$ cat config.mk
export PLATFORM = sky130hd
export DESIGN_NAME = throttle_map_interpolator
export DESIGN_NICKNAME = d
export VERILOG_FILES = /design/src/hdl/tmi_pkg.sv /design/src/hdl/tmi_map_rom.sv /design/src/hdl/throttle_map_interpolator.sv
export SDC_FILE = /design/constraint.sdc
export NUM_CORES = 2
export LEC_CHECK = 0
export BUFFER_PORTS_ARGS = -buffer_cell sky130_fd_sc_hd__buf_2
export CAP_MARGIN = 20
export CORE_MARGIN = 10
export CORE_UTILIZATION = 61
export CTS_BUF_LIST = sky130_fd_sc_hd__clkbuf_4
export DETAILED_ROUTE_END_ITERATION = 16
export GPL_ROUTABILITY_DRIVEN = 1
export GPL_TIMING_DRIVEN = 0
export PLACE_DENSITY = 0.8
export SLEW_MARGIN = 20
export SYNTH_ARGS = -nofsm -noshare
export SYNTH_HDL_FRONTEND = slang
export SYNTH_SLANG_ARGS = --single-unit
$ cat constraint.sdc
create_clock -name clk_i -period 8.76 [get_ports clk_i]
set_input_delay 2.19 -clock clk_i [delete_from_list [all_inputs] [get_ports clk_i]]
set_output_delay 2.19 -clock clk_i [all_outputs]
set_load 0.02 [all_outputs]
$ cat src/hdl/tmi_pkg.sv
`timescale 1ns / 1ps
`default_nettype none

package tmi_pkg;

  localparam int unsigned MAP_ROWS_DEF = 23;
  localparam int unsigned MAP_COLS_DEF = 21;
  localparam int unsigned CAL_ROWS     = 23;
  localparam int unsigned CAL_COLS     = 21;
  localparam int unsigned CAL_RW       = $clog2(CAL_ROWS);
  localparam int unsigned CAL_CW       = $clog2(CAL_COLS);
  localparam int unsigned MAP_IDX_W    = 6;
  localparam int unsigned ENTRY_W      = 6;

  localparam logic [ENTRY_W-1:0] CAL_MAP [CAL_ROWS][CAL_COLS] = '{
    '{6'd0,6'd0,6'd0,6'd0,6'd0,6'd0,6'd0,6'd0,6'd0,6'd0,6'd0,6'd0,6'd0,6'd0,6'd0,6'd0,
      6'd0,6'd0,6'd0,6'd1,6'd2},
    '{6'd0,6'd0,6'd0,6'd0,6'd0,6'd0,6'd0,6'd0,6'd0,6'd0,6'd0,6'd0,6'd0,6'd0,6'd0,6'd1,
      6'd2,6'd2,6'd3,6'd5,6'd8},
    '{6'd1,6'd1,6'd1,6'd1,6'd1,6'd1,6'd1,6'd1,6'd2,6'd2,6'd2,6'd3,6'd3,6'd3,6'd4,6'd4,
      6'd5,6'd6,6'd8,6'd10,6'd12},
    '{6'd2,6'd2,6'd2,6'd2,6'd3,6'd3,6'd3,6'd3,6'd4,6'd4,6'd4,6'd4,6'd4,6'd5,6'd5,6'd7,
      6'd9,6'd10,6'd12,6'd12,6'd13},
    '{6'd3,6'd3,6'd3,6'd3,6'd4,6'd4,6'd4,6'd4,6'd4,6'd5,6'd5,6'd5,6'd6,6'd7,6'd8,6'd10,
      6'd12,6'd12,6'd13,6'd14,6'd15},
    '{6'd3,6'd3,6'd4,6'd4,6'd5,6'd5,6'd5,6'd5,6'd6,6'd6,6'd7,6'd8,6'd9,6'd10,6'd12,6'd12,
      6'd13,6'd13,6'd14,6'd15,6'd16},
    '{6'd4,6'd4,6'd4,6'd5,6'd5,6'd5,6'd6,6'd6,6'd7,6'd8,6'd9,6'd10,6'd11,6'd12,6'd12,6'd13,
      6'd14,6'd14,6'd15,6'd16,6'd17},
    '{6'd5,6'd5,6'd5,6'd5,6'd6,6'd6,6'd7,6'd7,6'd9,6'd9,6'd11,6'd11,6'd12,6'd13,6'd13,6'd14,
      6'd15,6'd16,6'd17,6'd18,6'd19},
    '{6'd6,6'd6,6'd7,6'd7,6'd8,6'd8,6'd9,6'd9,6'd11,6'd11,6'd12,6'd12,6'd13,6'd14,6'd15,
      6'd16,6'd17,6'd17,6'd18,6'd19,6'd20},
    '{6'd7,6'd7,6'd7,6'd8,6'd8,6'd9,6'd11,6'd11,6'd12,6'd12,6'd13,6'd14,6'd14,6'd15,6'd16,
      6'd17,6'd18,6'd19,6'd20,6'd21,6'd22},
    '{6'd8,6'd8,6'd8,6'd9,6'd11,6'd11,6'd13,6'd13,6'd14,6'd14,6'd14,6'd15,6'd16,6'd17,6'd17,
      6'd18,6'd19,6'd21,6'd21,6'd22,6'd23},
    '{6'd9,6'd9,6'd11,6'd11,6'd12,6'd12,6'd15,6'd15,6'd15,6'd15,6'd15,6'd16,6'd17,6'd18,
      6'd19,6'd20,6'd21,6'd22,6'd23,6'd23,6'd24},
    '{6'd11,6'd11,6'd12,6'd12,6'd13,6'd15,6'd17,6'd17,6'd17,6'd17,6'd17,6'd18,6'd18,6'd20,
      6'd21,6'd22,6'd22,6'd23,6'd24,6'd25,6'd25},
    '{6'd12,6'd12,6'd13,6'd13,6'd14,6'd16,6'd19,6'd19,6'd19,6'd19,6'd19,6'd19,6'd20,6'd21,
      6'd22,6'd23,6'd24,6'd24,6'd25,6'd26,6'd26},
    '{6'd12,6'd13,6'd13,6'd14,6'd15,6'd17,6'd20,6'd20,6'd20,6'd20,6'd20,6'd21,6'd22,6'd23,
      6'd23,6'd24,6'd25,6'd25,6'd26,6'd27,6'd27},
    '{6'd13,6'd14,6'd14,6'd15,6'd16,6'd18,6'd21,6'd21,6'd22,6'd22,6'd23,6'd23,6'd23,6'd24,
      6'd24,6'd25,6'd26,6'd27,6'd27,6'd28,6'd29},
    '{6'd14,6'd15,6'd16,6'd17,6'd17,6'd19,6'd22,6'd22,6'd22,6'd22,6'd23,6'd23,6'd24,6'd25,
      6'd26,6'd26,6'd27,6'd28,6'd28,6'd29,6'd30},
    '{6'd15,6'd16,6'd17,6'd18,6'd18,6'd20,6'd23,6'd23,6'd23,6'd23,6'd24,6'd25,6'd25,6'd26,
      6'd27,6'd27,6'd28,6'd29,6'd29,6'd30,6'd31},
    '{6'd16,6'd17,6'd18,6'd19,6'd19,6'd21,6'd24,6'd24,6'd24,6'd24,6'd25,6'd26,6'd26,6'd27,
      6'd28,6'd28,6'd29,6'd30,6'd30,6'd31,6'd32},
    '{6'd18,6'd18,6'd19,6'd20,6'd21,6'd23,6'd25,6'd25,6'd25,6'd25,6'd26,6'd27,6'd27,6'd28,
      6'd29,6'd30,6'd30,6'd31,6'd32,6'd32,6'd33},
    '{6'd19,6'd19,6'd20,6'd22,6'd22,6'd24,6'd26,6'd25,6'd26,6'd26,6'd27,6'd28,6'd29,6'd29,
      6'd30,6'd31,6'd31,6'd32,6'd33,6'd33,6'd34},
    '{6'd20,6'd21,6'd22,6'd23,6'd24,6'd25,6'd27,6'd27,6'd28,6'd28,6'd29,6'd29,6'd30,6'd31,
      6'd30,6'd32,6'd33,6'd32,6'd34,6'd35,6'd34},
    '{6'd22,6'd23,6'd23,6'd23,6'd24,6'd26,6'd28,6'd29,6'd30,6'd30,6'd31,6'd31,6'd31,6'd32,
      6'd32,6'd32,6'd33,6'd34,6'd34,6'd35,6'd36}
  };

  function automatic logic [ENTRY_W-1:0] map_entry(input logic [MAP_IDX_W-1:0] row,
                                                   input logic [MAP_IDX_W-1:0] col);
    logic [ENTRY_W-1:0] val;
    val = '0;
    if (row < MAP_IDX_W'(CAL_ROWS) && col < MAP_IDX_W'(CAL_COLS)) begin
      val = CAL_MAP[row[CAL_RW-1:0]][col[CAL_CW-1:0]];
    end
    return val;
  endfunction

endpackage

`default_nettype wire

$ cat src/hdl/tmi_map_rom.sv
`timescale 1ns / 1ps
`default_nettype none

module tmi_map_rom import tmi_pkg::*; #(
  parameter int unsigned MapRows = MAP_ROWS_DEF,
  parameter int unsigned MapCols = MAP_COLS_DEF,
  localparam int unsigned RowW   = $clog2(MapRows),
  localparam int unsigned ColW   = $clog2(MapCols)
) (
  input  wire logic               clk_i,
  input  wire logic [RowW-1:0]    row_a_i,
  input  wire logic [ColW-1:0]    col_a_i,
  input  wire logic [RowW-1:0]    row_b_i,
  input  wire logic [ColW-1:0]    col_b_i,
  output logic      [ENTRY_W-1:0] data_a_o,
  output logic      [ENTRY_W-1:0] data_b_o
);

  logic [ENTRY_W-1:0] data_a_q;
  logic [ENTRY_W-1:0] data_b_q;

  always_ff @(posedge clk_i) begin
    data_a_q <= map_entry(MAP_IDX_W'(row_a_i), MAP_IDX_W'(col_a_i));
    data_b_q <= map_entry(MAP_IDX_W'(row_b_i), MAP_IDX_W'(col_b_i));
  end

  assign data_a_o = data_a_q;
  assign data_b_o = data_b_q;

endmodule

`default_nettype wire

$ cat src/hdl/throttle_map_interpolator.sv
`timescale 1ns / 1ps
`default_nettype none

// channel   dir  handshake           word
// command   in   start_i & !busy_o   speed_i, force_req_i
// result    out  done_o              throttle_o
//
// One word accepted per cycle; its valid bit passes v1_q, v2_q, v3_q, v4_q and done_q to done_o.
// The data path runs through the divide-by-3200 multiply, the two-port calibration ROM read,
// the blend multiply, the divide-by-100 multiply and the output register.
// busy_o stays low; no clearing pass, the map is fixed.
// Reset clears only the valid pipeline. Each result shows for one cycle on done_o.

module throttle_map_interpolator import tmi_pkg::*; #(
  parameter int unsigned MapRows = MAP_ROWS_DEF,
  parameter int unsigned MapCols = MAP_COLS_DEF
) (
  input  wire logic               clk_i,
  input  wire logic               rst_ni,
  input  wire logic               start_i,
  output logic                    busy_o,
  input  wire logic        [15:0] speed_i,
  input  wire logic signed [19:0] force_req_i,
  output logic                    done_o,
  output logic signed      [15:0] throttle_o
);

  localparam int unsigned RowW = $clog2(MapRows);
  localparam int unsigned ColW = $clog2(MapCols);

  logic accept;
  assign accept = start_i & ~busy_o;
  assign busy_o = 1'b0;

  // stage 0: |force| / 128 times reciprocal of 25
  logic        neg_d;
  logic [19:0] abs_d;
  logic [25:0] prod1_d;

  always_comb begin
    neg_d   = force_req_i[19];
    abs_d   = neg_d ? 20'(-force_req_i) : 20'(force_req_i);
    prod1_d = 26'(abs_d[19:7]) * 26'd5243;
  end

  logic        v1_q;
  logic        neg1_q;
  logic        low1_q;
  logic [19:0] abs1_q;
  logic [25:0] prod1_q;
  logic [15:0] spd1_q;

  always_ff @(posedge clk_i) begin
    neg1_q  <= neg_d;
    low1_q  <= force_req_i <= -20'sd6400;
    abs1_q  <= abs_d;
    prod1_q <= prod1_d;
    spd1_q  <= speed_i;
  end

  // stage 1: quotient, remainder, map indexes, weight
  logic [7:0]         qabs;
  logic [19:0]        qmul;
  logic [11:0]        rabs;
  logic signed [9:0]  qsgn;
  logic signed [9:0]  rsum;
  logic signed [12:0] rsgn;
  logic [6:0]         col7;
  logic [RowW-1:0]    row_d;
  logic [ColW-1:0]    col_d;
  logic [14:0]        s25;
  logic signed [15:0] t_d;

  always_comb begin
    qabs = prod1_q[24:17];
    qmul = 20'({qabs, 11'b0}) + 20'({qabs, 10'b0}) + 20'({qabs, 7'b0});
    rabs = 12'(abs1_q - qmul);
    qsgn = neg1_q ? -$signed({2'b00, qabs}) : $signed({2'b00, qabs});
    rsgn = neg1_q ? -$signed({1'b0, rabs}) : $signed({1'b0, rabs});
    rsum = qsgn + 10'sd2;
    if (low1_q || rsum < 10'sd0) begin
      row_d = '0;
    end else if (rsum > $signed(10'(MapRows - 2))) begin
      row_d = RowW'(MapRows - 2);
    end else begin
      row_d = RowW'(rsum);
    end
    col7 = spd1_q[15:9];
    if (col7 > 7'(MapCols - 2)) begin
      col_d = ColW'(MapCols - 2);
    end else begin
      col_d = ColW'(col7);
    end
    s25 = 15'(spd1_q[8:0]) * 15'd25;
    t_d = $signed({1'b0, s25}) + $signed({rsgn[12], rsgn, 2'b00});
  end

  logic [ENTRY_W-1:0] m00;
  logic [ENTRY_W-1:0] m11;

  tmi_map_rom #(
    .MapRows (MapRows),
    .MapCols (MapCols)
  ) u_map_rom (
    .clk_i    (clk_i),
    .row_a_i  (row_d),
    .col_a_i  (col_d),
    .row_b_i  (RowW'(row_d + RowW'(1))),
    .col_b_i  (ColW'(col_d + ColW'(1))),
    .data_a_o (m00),
    .data_b_o (m11)
  );

  logic               v2_q;
  logic signed [15:0] t2_q;

  always_ff @(posedge clk_i) begin
    t2_q <= t_d;
  end

  // stage 2: blend numerator
  logic signed [6:0]  diff;
  logic signed [22:0] prod3;
  logic [20:0]        base;
  logic signed [22:0] num_d;

  always_comb begin
    diff  = $signed({1'b0, m11}) - $signed({1'b0, m00});
    prod3 = 23'(diff) * 23'(t2_q);
    base  = 21'(m00) * 21'd25600;
    num_d = prod3 + $signed({2'b00, base});
  end

  logic               v3_q;
  logic signed [22:0] num3_q;

  always_ff @(posedge clk_i) begin
    num3_q <= num_d;
  end

  // stage 3: |num| / 4 times reciprocal of 25
  logic [21:0] nabs;
  logic [40:0] prod4_d;

  always_comb begin
    nabs    = num3_q[22] ? 22'(-num3_q) : 22'(num3_q);
    prod4_d = 41'(nabs[21:2]) * 41'd1342178;
  end

  logic        v4_q;
  logic        neg4_q;
  logic [40:0] prod4_q;

  always_ff @(posedge clk_i) begin
    neg4_q  <= num3_q[22];
    prod4_q <= prod4_d;
  end

  // stage 4: sign, saturate
  logic [15:0]        qa;
  logic signed [16:0] res;
  logic signed [15:0] thr_d;

  always_comb begin
    qa  = prod4_q[40:25];
    res = neg4_q ? -$signed({1'b0, qa}) : $signed({1'b0, qa});
    if (res > 17'sd32767) begin
      thr_d = 16'sh7fff;
    end else if (res < -17'sd32768) begin
      thr_d = -16'sh8000;
    end else begin
      thr_d = 16'(res);
    end
  end

  logic               done_q;
  logic signed [15:0] throttle_q;

  always_ff @(posedge clk_i) begin
    throttle_q <= thr_d;
  end

  always_ff @(posedge clk_i or negedge rst_ni) begin
    if (!rst_ni) begin
      v1_q   <= 1'b0;
      v2_q   <= 1'b0;
      v3_q   <= 1'b0;
      v4_q   <= 1'b0;
      done_q <= 1'b0;
    end else begin
      v1_q   <= accept;
      v2_q   <= v1_q;
      v3_q   <= v2_q;
      v4_q   <= v3_q;
      done_q <= v4_q;
    end
  end

  assign done_o     = done_q;
  assign throttle_o = throttle_q;

endmodule

`default_nettype wire

==> After elaboration in Yosys (flattened, before gate mapping) <==
Memories as Yosys holds them, arrays and structs flattened.
Index checks and enable logic that the tools add are counted.
{ "word_totals": {"elab_cells": 78, "out_inout_bits": 18, "romBits": 8064, "input_bits": 39, "ff_bits": 168, "memories": 2} }
{ "mem_list": {"columns": ["name", "words", "width", "read_ports", "rd_clocked_by_memory_dff", "write_ports", "line", "source"], "rows": [
  ["(no name shown)", 32, 126, 1, 0, 0, "tmi_pkg.sv:69", "val = CAL_MAP[row[CAL_RW-1:0]][col[CAL_CW-1:0]];"],
  ["(no name shown)", 32, 126, 1, 0, 0, "tmi_pkg.sv:69", null]
]} }
{ "classes": {"multipliers": 5, "n_lt_le_gt_ge": 14, "addsub": 14, "muxes": 19, "n_bitwise": 4, "reduce_logical": 3} }
{ "op_table": {"columns": ["op", "count"], "rows": [
  ["$mux W126", 4],
  ["$bmux W6 S5", 2],
  ["$mul A20 B20 Y40 const B", 1],
  ["$mul A13 B13 Y25 const B", 1],
  ["$add A12 B12 Y12", 2],
  ["$ge A6 B6 Y1 const B", 4],
  ["$mux W6", 4],
  ["$not A5 Y6", 4],
  ["$add A23 B22 Y23", 1],
  ["$mul A7 B16 Y23", 1],
  ["$mux W22", 1],
  ["$neg A22 Y22", 1],
  ["$le A20 B14 Y1 const B", 1],
  ["$lt A5 B5 Y1 const B", 4],
  ["$mux W20", 1],
  ["$neg A20 Y20", 1],
  ["$gt A17 B16 Y1 const B", 1],
  ["$lt A17 B16 Y1 const B", 1],
  ["$mux W17", 1],
  ["$neg A16 Y17", 1],
  ["$add A15 B15 Y16", 1],
  ["$mux W16", 1],
  ["$mux W5", 3],
  ["$mul A9 B5 Y14 const B", 1],
  ["14 further kinds", 16]
]} }

==> Longest topological paths before layout <==
{ "logic_depth": {"depth_word": 14, "depth_mapped": 33, "depth_no_buf": 33} }

==> Hierarchy <==
From an unflattened synthesis, not the netlist that was laid out.
{ "hier_totals": {"cells_unflattened": 3266, "hier_area_um2": 27350.0} }
{ "modules_own_cells": {"columns": ["module", "area_each_um2", "cells_each", "instances", "seq_area_each_um2"], "rows": [
  ["throttle_map_interpolator", 21040.2, 2244, 1, 2327.2],
  ["tmi_map_rom", 6309.8, 1022, 1, 240.2]
]} }

==> Worst setup path after synthesis <==
Ideal clock, no wire load.
{ "synth_timing": {"kind": "reg-to-reg", "start": "register num3_q[2]", "end": "register prod4_q[40]", "arrival_ps": 8943, "stages_incl_launch_ff": 34, "setup_time_ps": 121, "n_path_buf": 0, "required_time_ps": 8639, "synth_period_minus_slack_ps": 9064, "path_slack_ps": -304, "cell_sequence": "dfxtp_1 or4_1 or3_1 or4_1 nor4_1 nand2b_1 or4_1 nand2_1 xor2_1 inv_1 ha_1 inv_1 fa_1 fa_1 inv_1 fa_1 fa_1 fa_1 inv_1 fa_1 inv_1 ha_1 nand3_1 nor2_1 nand2_1 or3_1 a31oi_1 o31ai_1 o31ai_1 o41ai_2 o21ai_1 o21a_1 nor2_1 xnor2_1"} }
{ "synth_between": {"elab_chain_len": 3} }
{ "synth_lines": {"columns": ["item", "line", "source"], "rows": [
  ["start, declared", "throttle_map_interpolator.sv:135", "logic signed [22:0] num3_q;"],
  ["start signal, assigned", "throttle_map_interpolator.sv:138", "num3_q <= num_d;"],
  ["$neg A22 Y22", "throttle_map_interpolator.sv:146", "nabs = num3_q[22] ? 22'(-num3_q) : 22'(num3_q);"],
  ["$mux W22 *", "throttle_map_interpolator.sv:146", null],
  ["$mul A20 B20 Y40 *", "throttle_map_interpolator.sv:147", "prod4_d = 41'(nabs[21:2]) * 41'd1342178;"],
  ["via prod4_d[40]", "throttle_map_interpolator.sv:143", "logic [40:0] prod4_d;"],
  ["end signal, assigned", "throttle_map_interpolator.sv:156", "prod4_q <= prod4_d;"],
  ["end, declared", "throttle_map_interpolator.sv:152", "logic [40:0] prod4_q;"]
]} }
The timed path passes the listed nets; every way through them passes the cells marked *.
A chain may end at the register's enable or synchronous reset.

==> Worst setup path after layout <==
{ "layout_timing": {"start": "register num3_q[3]", "end": "register prod4_q[38]"} }
Same word-level chain as after synthesis.

==> impl.org <==
** Setup path
- At the worst endpoint, the required time is 9.44 ns.
- Buffers & Inverters on Critical Path :: 5
- Startpoint-to-endpoint class of the critical path :: reg -> reg
- The largest individual stage delay along the critical path comes from the cell sky130_fd_sc_hd__fa_1.
- Critical Path Most Common Cell :: sky130_fd_sc_hd__fa_1
- STA classifies the critical path startpoint as a flop.
- Largest delay contributor family on the critical path :: adder cells
- In this run the worst path has a maximum fanout of 8.
- Data on the critical path arrives at its endpoint at approximately 11 ns.
- The largest single stage delay on the critical path is between 0.8 and 0.9 ns.
- STA classifies the critical path endpoint as a flop.

** Route
- The first detailed-routing pass ran for 12 iterations.
- For this block, the via count after detailed routing is 28,600.
- Routed WL per cell :: roughly 32 um
- For this run, design rule violations remaining after detail routing come to 0.
- Remaining antenna violation count :: 0
- For this block, the initial DRC count from the detailed router was between 4,000 and 5,000.
- Routed WL :: 124 mm
- In the routed layout, each cell is associated on average with a via count of between 7 and 8.

** Synth
- Top post-synthesis cells by area :: sky130_fd_sc_hd__fa_1 (22%), sky130_fd_sc_hd__ha_1 (21%), sky130_fd_sc_hd__dfxtp_1 (9.1%)
- Of the total synthesized cell area, the portion taken by AND, OR, NAND and NOR gates is 0.128.
- After synthesis, the most frequently instantiated cells are sky130_fd_sc_hd__inv_1 (570), sky130_fd_sc_hd__ha_1 (457), sky130_fd_sc_hd__fa_1 (297), sky130_fd_sc_hd__nand2_1 (202), sky130_fd_sc_hd__nor2_1 (183).
- Synth top area share :: 0.222
- Summing every instance area after synthesis gives 26,800 sq um.
- Synth Area in XOR/XNOR :: 0.0600
- Portion of the post-synthesis area used by sequential elements :: 0.0957
- In this run, synthesis produced a sequential element count of 127.
- Leading register cell type out of synthesis :: sky130_fd_sc_hd__dfxtp_1
- Cell type with the highest aggregate area in the netlist :: sky130_fd_sc_hd__fa_1
- Of the total synthesized cell area, the portion taken by full adders, half adders and majority gates is 0.435.
- Yosys warnings :: 0
- Distinct cell type count after synthesis :: 95
- After synthesis, the largest family of logic cells by area is adder cells.
- Gate count after technology mapping :: 3,207
- Number of enable-type register cells in the synthesized netlist :: 0
- Mux cell area share after synthesis :: 0.00490
- A synthesized cell averages 8.37 sq um.
- Most common cell in the synthesized netlist :: sky130_fd_sc_hd__inv_1
- The number of nets handed over by synthesis was ~4,000.
- After synthesis, the share of flip-flops with an asynchronous set or reset is 0.0394.
- The synthesized-area fraction occupied by ao, oa, aoi and oai cells came to 0.175.

** Placement
- At the end of routability-driven placement, the weighted congestion stood at 1.06.
- Once placement completed, the tool counted placed cells totaling 3,847.
- The placed instances occupy a cell area of 27,900 sq um.
- Post-DP HPWL :: between 70 and 80 mm
- Number of buffers added on ports :: 55

** Finish
- Multi-input logic area :: approximately 22,000 sq um
- After the last flow step, the layout net total stands at ~4,100.
- Fill cells in the final layout number ~2,900.
- The area growth from synthesis to layout is 9.94%.
- Final non-filler cell total :: around 3,900
- Once layout is done, the placed cells without fillers occupy 29,500 sq um.
- In the final layout, the share of cells above drive strength 1 is 0.0984.
- Register area :: between 2000 and 3000 sq um

** Clock network
- Clock slew at reported path FFs :: about 0.15 ns
- CTS placed an instance of sky130_fd_sc_hd__clkbuf_4 at the clock tree root.
- Worst-Skew Late Latency :: roughly 0.84 ns
- H-tree depth :: 4
- Clock tree synthesis inserted a total of 17 buffers.
- The clock drives about 130 sinks.
- TritonCTS clock tree :: built
- Hold repair after CTS inserted 0 buffers.
- Max Root-Sink Buffers :: 2

** Timing
- Period utilisation layout :: 1.17
- Timing-limited maximum frequency :: 97.2 MHz
- Setup repair after global routing missed its margin :: true
- Final worst setup slack :: -1.53 ns
- Setup violations remaining at the end of the flow were counted as 16.
- Worst slew pin tran :: around 1.3 ns
- The clock arrives with 0.0664 ns of skew.
- Worst-case headroom to the max-slew limit :: 0.135
- In the final timing run, aggregate negative setup slack is -16.94 ns.
- The count of pins over their slew limit was 0.
- Final critical-path required period :: between 10 and 15 ns
- Final number of hold-violating endpoints :: 0

** Floorplan
- The initialized floorplan defines between 70 and 80 standard-cell rows.
- Measured along the y axis, the die boundary spans 230 um.
- Top-Level Pins :: 57
- The floorplan step defined a die boundary enclosing between 50,000 and 60,000 sq um.
- In this run the standard cell core region covers around 43,000 sq um.
- Initial standard-cell utilization of the core :: 0.620
- Die Span X :: around 230 um

** GRT
- Leftover overflow at the end of global routing :: 0
- The number of antenna violations at the first check in global routing was 10.
- The first global-routing pass estimated 170 mm of wire.
- For this run, the total global-route usage over all layers was measured as 0.422.
- Entering global routing, the biggest net connects 20 pins.
- The via count of the first global-routing pass is 28,800.

** Run
- Across the run, the number of max-cap violations was 0.

** Min path
- The path class of the tightest hold or removal check is reg -> reg.

** Run status
- The run finished, with violations left.
- The checks that failed: negative setup slack.
==> state kept, by name (all words and copies together), names as in the netlist <==
name	count
v4_q	1
throttle_o	16
neg1_q	1
t2_q	16
u_map_rom.data_b_o	6
v1_q	1
done_o	1
u_map_rom.data_a_o	6
v2_q	1
low1_q	1
spd1_q	16
prod1_q	9
num3_q	23
prod4_q	16
neg4_q	1
v3_q	1
abs1_q	11
==> path summary, 6_finish.rpt <==
check / from / to / slack, ns / depth (start not counted)
max in group asynchronous: rst_ni / v3_q$_DFF_PN0_ / 7.44 / 1
worst min register to register: v1_q$_DFF_PN0_ / v2_q$_DFF_PN0_ / 0.36 / 0
worst max-delay path: num3_q[3]$_DFF_P_ / prod4_q[38]$_DFF_P_ / -1.53 / 32
worst min-delay path: v1_q$_DFF_PN0_ / v2_q$_DFF_PN0_ / 0.36 / 0
worst max register to register: num3_q[3]$_DFF_P_ / prod4_q[38]$_DFF_P_ / -1.53 / 32
min in group asynchronous: rst_ni / v4_q$_DFF_PN0_ / 1.19 / 1
==> area by class of cell <==
type	count	share of cell area
Buffer	138	0.0208
Clock inverter	13	0.00471
Multi-Input combinational cell	2368	0.758
Antenna cell	9	0.000764
Timing Repair Buffer	113	0.0252
Sequential cell	127	0.0872
Inverter	574	0.0737
Clock buffer	19	0.00484
Tap cell	585	0.0248
==> logic make-up (layout without fill, tap and decap cells) <==
kind of cell    count (synthesis)  count (layout)
fa+ha+maj                     755             755
simple gates                  713             713
buf+inv                       712             857
compound gates                704             704
xor+xnor                      182             182
flops                         127             127
mux                            13              13
other cells                     1              10
==> timing repair <==
action                                  4_1_cts  5_1_grt
pin swaps                                    32       35
endpoints found under the setup margin       29       32
buffers inserted                             34       26
gates resized for setup                      83       76
==> routing by layer <==
metal | GRT usage | part of all wire | up-vias
met4 | 0.305 | 0.099 | 8
met1 | 0.481 | 0.33 | 13300
met5 | 0 | 0.0012 | -
met3 | 0.132 | 0.15 | 1209
li1 | - | - | 11100
met2 | 0.664 | 0.42 | 3016
==> metrics by stage <==
stage                util  hold slack [ns]  worst slack [ns]
floorplan               -            0.331            0.0137
global placement    0.645            0.332             -3.63
detailed placement  0.646            0.336             -2.45
CTS                 0.669            0.362            -0.222
global route        0.681            0.366             -1.68
finish              0.682            0.359             -1.53
==> cells in the final DEF (no fill, tap or decap), types with 10 or more instances in the layout <==
| cell | instances |
|---|---|
| sky130_fd_sc_hd__o21ai_0 | 165 |
| sky130_fd_sc_hd__o311ai_0 | 15 |
| sky130_fd_sc_hd__nand3_1 | 48 |
| sky130_fd_sc_hd__buf_6 | 10 |
| sky130_fd_sc_hd__inv_1 | 555 |
| sky130_fd_sc_hd__o211ai_1 | 29 |
| sky130_fd_sc_hd__nand2_1 | 197 |
| sky130_fd_sc_hd__o21a_1 | 19 |
| sky130_fd_sc_hd__and3_1 | 12 |
| sky130_fd_sc_hd__nor2_1 | 178 |
| sky130_fd_sc_hd__a31oi_1 | 41 |
| sky130_fd_sc_hd__inv_2 | 12 |
| sky130_fd_sc_hd__nor2b_1 | 20 |
| sky130_fd_sc_hd__o221ai_1 | 14 |
| sky130_fd_sc_hd__buf_4 | 54 |
| sky130_fd_sc_hd__xor2_1 | 46 |
| sky130_fd_sc_hd__nand2b_1 | 33 |
| sky130_fd_sc_hd__dfxtp_1 | 120 |
| sky130_fd_sc_hd__xnor2_1 | 111 |
| sky130_fd_sc_hd__and2_1 | 69 |
| sky130_fd_sc_hd__fa_1 | 292 |
| sky130_fd_sc_hd__a211oi_1 | 23 |
| sky130_fd_sc_hd__ha_1 | 441 |
| sky130_fd_sc_hd__nor4_1 | 14 |
| sky130_fd_sc_hd__nor3_1 | 64 |
| sky130_fd_sc_hd__clkbuf_1 | 90 |
| sky130_fd_sc_hd__a21oi_1 | 151 |
| sky130_fd_sc_hd__buf_2 | 78 |
| sky130_fd_sc_hd__mux2i_1 | 12 |
| sky130_fd_sc_hd__o31ai_1 | 18 |
| sky130_fd_sc_hd__o21bai_1 | 13 |
| sky130_fd_sc_hd__o22ai_1 | 18 |
| sky130_fd_sc_hd__a311oi_1 | 13 |
| sky130_fd_sc_hd__or3_1 | 17 |
| sky130_fd_sc_hd__ha_4 | 15 |
| sky130_fd_sc_hd__clkbuf_4 | 23 |
| sky130_fd_sc_hd__a21o_1 | 36 |
==> worst reg2reg max path, delay by kind of cell (launching register included) <==
family	cells	cell delay [ns]
fa+ha+maj	8	4.22
compound gates	12	2.60
simple gates	6	1.91
buf+inv	5	0.57
flops	1	0.44
xor+xnor	1	0.42
Power is not shown: default switching activity piles up to over one toggle a cycle in this logic, so the estimate is an artifact.
